**config.mk**
```make
export PLATFORM = sky130hd
export DESIGN_NAME = pip_dp
export DESIGN_NICKNAME = d
export VERILOG_FILES = /design/src/rtl/pip_pkg.sv /design/src/rtl/pip_dp.sv
export SDC_FILE = /design/constraint.sdc
export NUM_CORES = 2
export LEC_CHECK = 0
export BUFFER_PORTS_ARGS = -buffer_cell sky130_fd_sc_hd__buf_2
export CORE_MARGIN = 8
export CORE_UTILIZATION = 27
export CTS_CLUSTER_DIAMETER = 200
export DETAILED_ROUTE_END_ITERATION = 10
export SLEW_MARGIN = 0
export SYNTH_ARGS = -nofsm -noshare
export SYNTH_HDL_FRONTEND = slang
export SYNTH_SLANG_ARGS = --single-unit
```
**constraint.sdc**
```tcl
create_clock -name clk_i -period 19.5 [get_ports clk_i]
set_input_delay 2.925 -clock clk_i [delete_from_list [all_inputs] [get_ports clk_i]]
set_output_delay 2.925 -clock clk_i [all_outputs]
set_load 0.05 [all_outputs]
```
**src/rtl/pip_pkg.sv**
```systemverilog
// Package for the point-in-polygon test block.
// Holds word types, operation codes, sizes and the controller/datapath link structs.
// No dependencies.
`default_nettype none
package pip_pkg;

  localparam int unsigned CoordWidth  = 16;
  localparam int unsigned MaxVertices = 64;
  localparam int unsigned AddrWidth   = $clog2(MaxVertices);
  localparam int unsigned CountWidth  = $clog2(MaxVertices + 1);
  localparam int unsigned DiffWidth   = CoordWidth + 1;
  localparam int unsigned ProdWidth   = 2 * CoordWidth;
  localparam int unsigned DivSteps    = CoordWidth;
  localparam int unsigned StepWidth   = $clog2(DivSteps);

  typedef enum logic [1:0] {
    OpClear  = 2'd0,
    OpAppend = 2'd1,
    OpQuery  = 2'd2,
    OpUnused = 2'd3
  } op_e;

  typedef struct packed {
    logic [1:0]                   operation;
    logic signed [CoordWidth-1:0] x;
    logic signed [CoordWidth-1:0] y;
  } in_word_t;

  typedef struct packed {
    logic                  inside_res;
    logic                  status;
    logic [CountWidth-1:0] vertex_count;
  } out_word_t;

  typedef struct packed {
    logic                 capture;
    logic                 clear;
    logic                 append;
    logic                 rd;
    logic [AddrWidth-1:0] rd_addr;
    logic                 latch_j;
    logic                 latch_i;
    logic                 mul;
    logic                 prep;
    logic                 div;
    logic                 cmp;
    logic                 advance;
  } cmd_t;

  typedef struct packed {
    logic [CountWidth-1:0] count;
    logic                  full;
    logic                  empty;
    logic                  straddle;
  } sts_t;

endpackage
`default_nettype wire

```
**src/rtl/pip_dp.sv**
```systemverilog
// Datapath of the point-in-polygon test: vertex memory, edge registers,
// multiplier, restoring divider and crossing compare. Depends on pip_pkg.
`default_nettype none
module pip_dp (
  input  wire logic              clk_i,
  input  wire logic              rst_ni,
  input  wire pip_pkg::in_word_t in_word_i,
  input  wire pip_pkg::cmd_t     cmd_i,
  output pip_pkg::sts_t          sts_o,
  output pip_pkg::out_word_t     out_word_o
);
  import pip_pkg::*;

  logic [CoordWidth-1:0] mem_x [MaxVertices];
  logic [CoordWidth-1:0] mem_y [MaxVertices];
  logic [CoordWidth-1:0] rd_x_q, rd_y_q;

  logic [CountWidth-1:0] count_q;
  logic                  inside_q, status_q;
  logic signed [CoordWidth-1:0] px_q, py_q, xi_q, yi_q, xj_q, yj_q;
  logic [ProdWidth-1:0]  prod_q;
  logic [CoordWidth-1:0] dmag_q, rem_q, quo_q;
  logic                  neg_q;

  logic signed [DiffWidth-1:0] a_s, b_s, d_s;
  logic [DiffWidth-1:0]  a_m, b_m, d_m;
  logic [DiffWidth-1:0]  trial;
  logic                  fits;
  logic signed [DiffWidth:0] cx;
  logic                  full;

  assign full = (count_q == CountWidth'(MaxVertices));

  assign a_s = DiffWidth'(xj_q) - DiffWidth'(xi_q);
  assign b_s = DiffWidth'(py_q) - DiffWidth'(yi_q);
  assign d_s = DiffWidth'(yj_q) - DiffWidth'(yi_q);
  assign a_m = a_s[DiffWidth-1] ? DiffWidth'(-a_s) : DiffWidth'(a_s);
  assign b_m = b_s[DiffWidth-1] ? DiffWidth'(-b_s) : DiffWidth'(b_s);
  assign d_m = d_s[DiffWidth-1] ? DiffWidth'(-d_s) : DiffWidth'(d_s);

  assign trial = {rem_q, quo_q[CoordWidth-1]};
  assign fits  = (trial >= {1'b0, dmag_q});

  assign cx = (DiffWidth+1)'(xi_q) +
              (neg_q ? -(DiffWidth+1)'({2'b00, quo_q}) : (DiffWidth+1)'({2'b00, quo_q}));

  always_ff @(posedge clk_i) begin
    if (cmd_i.append && !full) begin
      mem_x[count_q[AddrWidth-1:0]] <= in_word_i.x;
      mem_y[count_q[AddrWidth-1:0]] <= in_word_i.y;
    end
    if (cmd_i.rd) begin
      rd_x_q <= mem_x[cmd_i.rd_addr];
      rd_y_q <= mem_y[cmd_i.rd_addr];
    end
  end

  always_ff @(posedge clk_i or negedge rst_ni) begin
    if (!rst_ni) begin
      count_q  <= '0;
      inside_q <= 1'b0;
      status_q <= 1'b0;
    end else begin
      if (cmd_i.capture) begin
        inside_q <= 1'b0;
        status_q <= 1'b0;
      end
      if (cmd_i.clear) begin
        count_q <= '0;
      end
      if (cmd_i.append) begin
        if (full) begin
          status_q <= 1'b1;
        end else begin
          count_q <= count_q + CountWidth'(1);
        end
      end
      if (cmd_i.cmp && ($signed({px_q[CoordWidth-1], px_q[CoordWidth-1], px_q}) < cx)) begin
        inside_q <= !inside_q;
      end
    end
  end

  always_ff @(posedge clk_i) begin
    if (cmd_i.capture) begin
      px_q <= in_word_i.x;
      py_q <= in_word_i.y;
    end
    if (cmd_i.latch_j) begin
      xj_q <= rd_x_q;
      yj_q <= rd_y_q;
    end
    if (cmd_i.latch_i) begin
      xi_q <= rd_x_q;
      yi_q <= rd_y_q;
    end
    if (cmd_i.advance) begin
      xj_q <= xi_q;
      yj_q <= yi_q;
    end
    if (cmd_i.mul) begin
      prod_q <= a_m[CoordWidth-1:0] * b_m[CoordWidth-1:0];
      dmag_q <= d_m[CoordWidth-1:0];
      neg_q  <= a_s[DiffWidth-1] ^ b_s[DiffWidth-1] ^ d_s[DiffWidth-1];
    end
    if (cmd_i.prep) begin
      rem_q <= prod_q[ProdWidth-1:CoordWidth];
      quo_q <= prod_q[CoordWidth-1:0];
    end
    if (cmd_i.div) begin
      rem_q <= fits ? CoordWidth'(trial - {1'b0, dmag_q}) : trial[CoordWidth-1:0];
      quo_q <= {quo_q[CoordWidth-2:0], fits};
    end
  end

  assign sts_o.count    = count_q;
  assign sts_o.full     = full;
  assign sts_o.empty    = (count_q == '0);
  assign sts_o.straddle = (yi_q > py_q) != (yj_q > py_q);

  assign out_word_o.inside_res   = inside_q;
  assign out_word_o.status       = status_q;
  assign out_word_o.vertex_count = count_q;

endmodule
`default_nettype wire

```
==> run metrics <==
CP arrival=roughly 11000 ps; post-synth cell types=89; fillers=35553; cts bufs inserted=223; largest net degree at the start of global routing=96; period utilization=52.1%; First-pass DRT Iterations=7; full die area=roughly 0.4 mm²; worst rel slew slack=between 10% and 20%; final worst slack=around 9300 ps; # rows=223; P&R area growth vs syn=14.2%; die height=625 µm; Worst Path Required=20080 ps; Initial Util=27.1%; min Tclk post-route=roughly 10000 ps; DRC viols=0; dpl hpwl=roughly 150000 µm; Final Max Tran Viols=0; Crit-path slowest cell=xnor2_1; TritonCTS clock tree=yes; nature of the critical path endpoint=flip-flop; nets=5945; ys async rst share=less than 1%; GRT Total Usage=approximately an eighth; Top FF cell, synth=edfxtp_1; Avg WL per Cell=~24 µm; vias in the first global route=just over 50000; Synth Cell Area=between 0.1 and 0.15 mm²; highest net fanout along the worst path=17; outcome=finished, final reports clean; cell mode on critical path=fa_1; dominant cell type by area after synthesis=edfxtp_1; clock-pin slew on the worst setup and hold paths=approximately 80 ps; H-tree depth=4; unrepaired setup endpoints after global routing=no; Post-DRT Antenna Nets=0; vias per inst=about 4.7; DRT Wirelength=approximately 250000 µm; vias=about 50000; setup violators final=0; post-cts resize count=0; first-pass GRT wire length=roughly 360000 µm; Fmax achieved=a little under 100 MHz; commonest cells in the netlist=edfxtp_1, mux4_2, inv_1; initial antenna violation count=31; Hold-fix buffers, CTS=0; WS Path Type=flip-flop to flip-flop; min-delay worst type=flip-flop to flip-flop; GR Overflow Total=0; width of the chip=roughly 630 µm; number of synthesized flops with an enable pin=around 2300; GPL Wtd Cong=0.801; pre-CTS WS=9390 ps; clk buf depth=4; io pins=72; Yosys top cell area share=67.6%; top cells by area, synth=edfxtp_1, mux4_2, fa_1; Max-cap violations=0; count leader, synth=edfxtp_1; drt initial violations=5143; sequential cell area fraction in the yosys report=between 60% and 70%; clock sink count=between 2000 and 2500; CP max stage delay=960 ps; crit path launch type=flip-flop; CP top delay family=compound AO/OA/AOI/OAI gates; setup_tns=0 ps; final hold violation count=0; root buffer cell=clkbuf_16; Clk Latency, worst-skew pair=890 ps; Core Region=0.369 mm²; Mapped Cells=around 5300; Synth Register Bits=roughly 2300; synth warn=0; post-CTS setup buffers=0; Worst Skew=~120 ps; Mapped Nets=~5700; # port buffers=69; CP Buf/Inv Count=4; share of layout cells above drive strength 1=a little under a quarter; average size of a mapped cell=approximately 19 µm²; worst-margin pin slew=about 1300 ps
## metrics by stage
step | hold slack (ps) | cell area (µm²) | std cells | util, %
4_1_cts | 412 | 115000 | 10594 | 31.0
5_1_grt | 437 | 115000 | 10594 | 31.0
6_report | 423 | 115000 | 10601 | 31.0
3_3_place_gp | 433 | 107000 | 10193 | 29.1
3_5_place_dp | 438 | 107000 | 10193 | 29.1
2_1_floorplan | 422 | 100000 | 5263 | -
## cell usage in the layout (no fill, tap or decap), drive strengths merged, types with 23 or more instances in the layout
cell type,instances
edfxtp,2257
and2,51
nor2,245
fa,199
a21o,37
ha,225
nor2b,27
nand2,206
nor3,28
mux2i,29
o21ai,86
nand3,32
xnor2,97
clkbuf,272
a21oi,77
clkinv,85
mux4,660
buf,196
mux2,65
nand2b,43
xor2,55
inv,359
o21a,23
## state kept, by name (all words and copies together), names as in the netlist
signal / count
xj_q: 16
rem_q: 16
rd_y_q: 16
px_q: 16
inside_q: 1
rd_x_q: 16
yj_q: 16
status_q: 1
mem_y: 1024
count_q: 7
mem_x: 1024
quo_q: 16
dmag_q: 16
xi_q: 16
neg_q: 1
prod_q: 32
yi_q: 16
py_q: 16
## final timing paths
path	start	to	slack, ps	cells past startpoint
max	xi_q[7]	prod_q[30]	9350	29
min reg2reg	rd_y_q[11]	yi_q[11]	420	0
max reg2reg	xi_q[7]	prod_q[30]	9350	29
min in group asynchronous	rst_ni	status_q	2050	1
min	rd_y_q[11]	yi_q[11]	420	0
max in group asynchronous	rst_ni	inside_q	17000	1
## area by class of cell
| cell class | count | area (µm²) | area share [%] |
|---|---|---|---|
| antenna | 7 | 17.5 | 0.0153 |
| clock buffer | 272 | 5840 | 5.10 |
| clock inverter | 129 | 1260 | 1.10 |
| inverter | 350 | 1310 | 1.15 |
| multi-input combinational | 2431 | 30500 | 26.7 |
| sequential | 2266 | 68000 | 59.4 |
| tap | 4950 | 6190 | 5.41 |
| timing repair buffer | 196 | 1380 | 1.20 |
## cell families after synthesis
group	count (synthesis)	synth area share, %
and+or+nand+nor	730	3.42
muxes	754	15.8
xor gates and xnor gates	152	1.37
buffers and inverters	566	2.22
adders and majority gates	424	6.78
AOI/OAI and AO/OA	371	2.53
DFF	2266	67.8
## routing by layer
layer | vias to the layer above | GRT usage (%) | share of wire, %
met3 | 389 | 2.69 | 7.7
met2 | 1789 | 20.8 | 49
met1 | 26808 | 16.7 | 42
met4 | 12 | 2.82 | 2.3
li1 | 21290 | - | -
met5 | - | 0 | 0.025
Power is left out: the tool's default activity adds up to more than one toggle a clock period on the data nets, which glitch-free logic cannot reach.
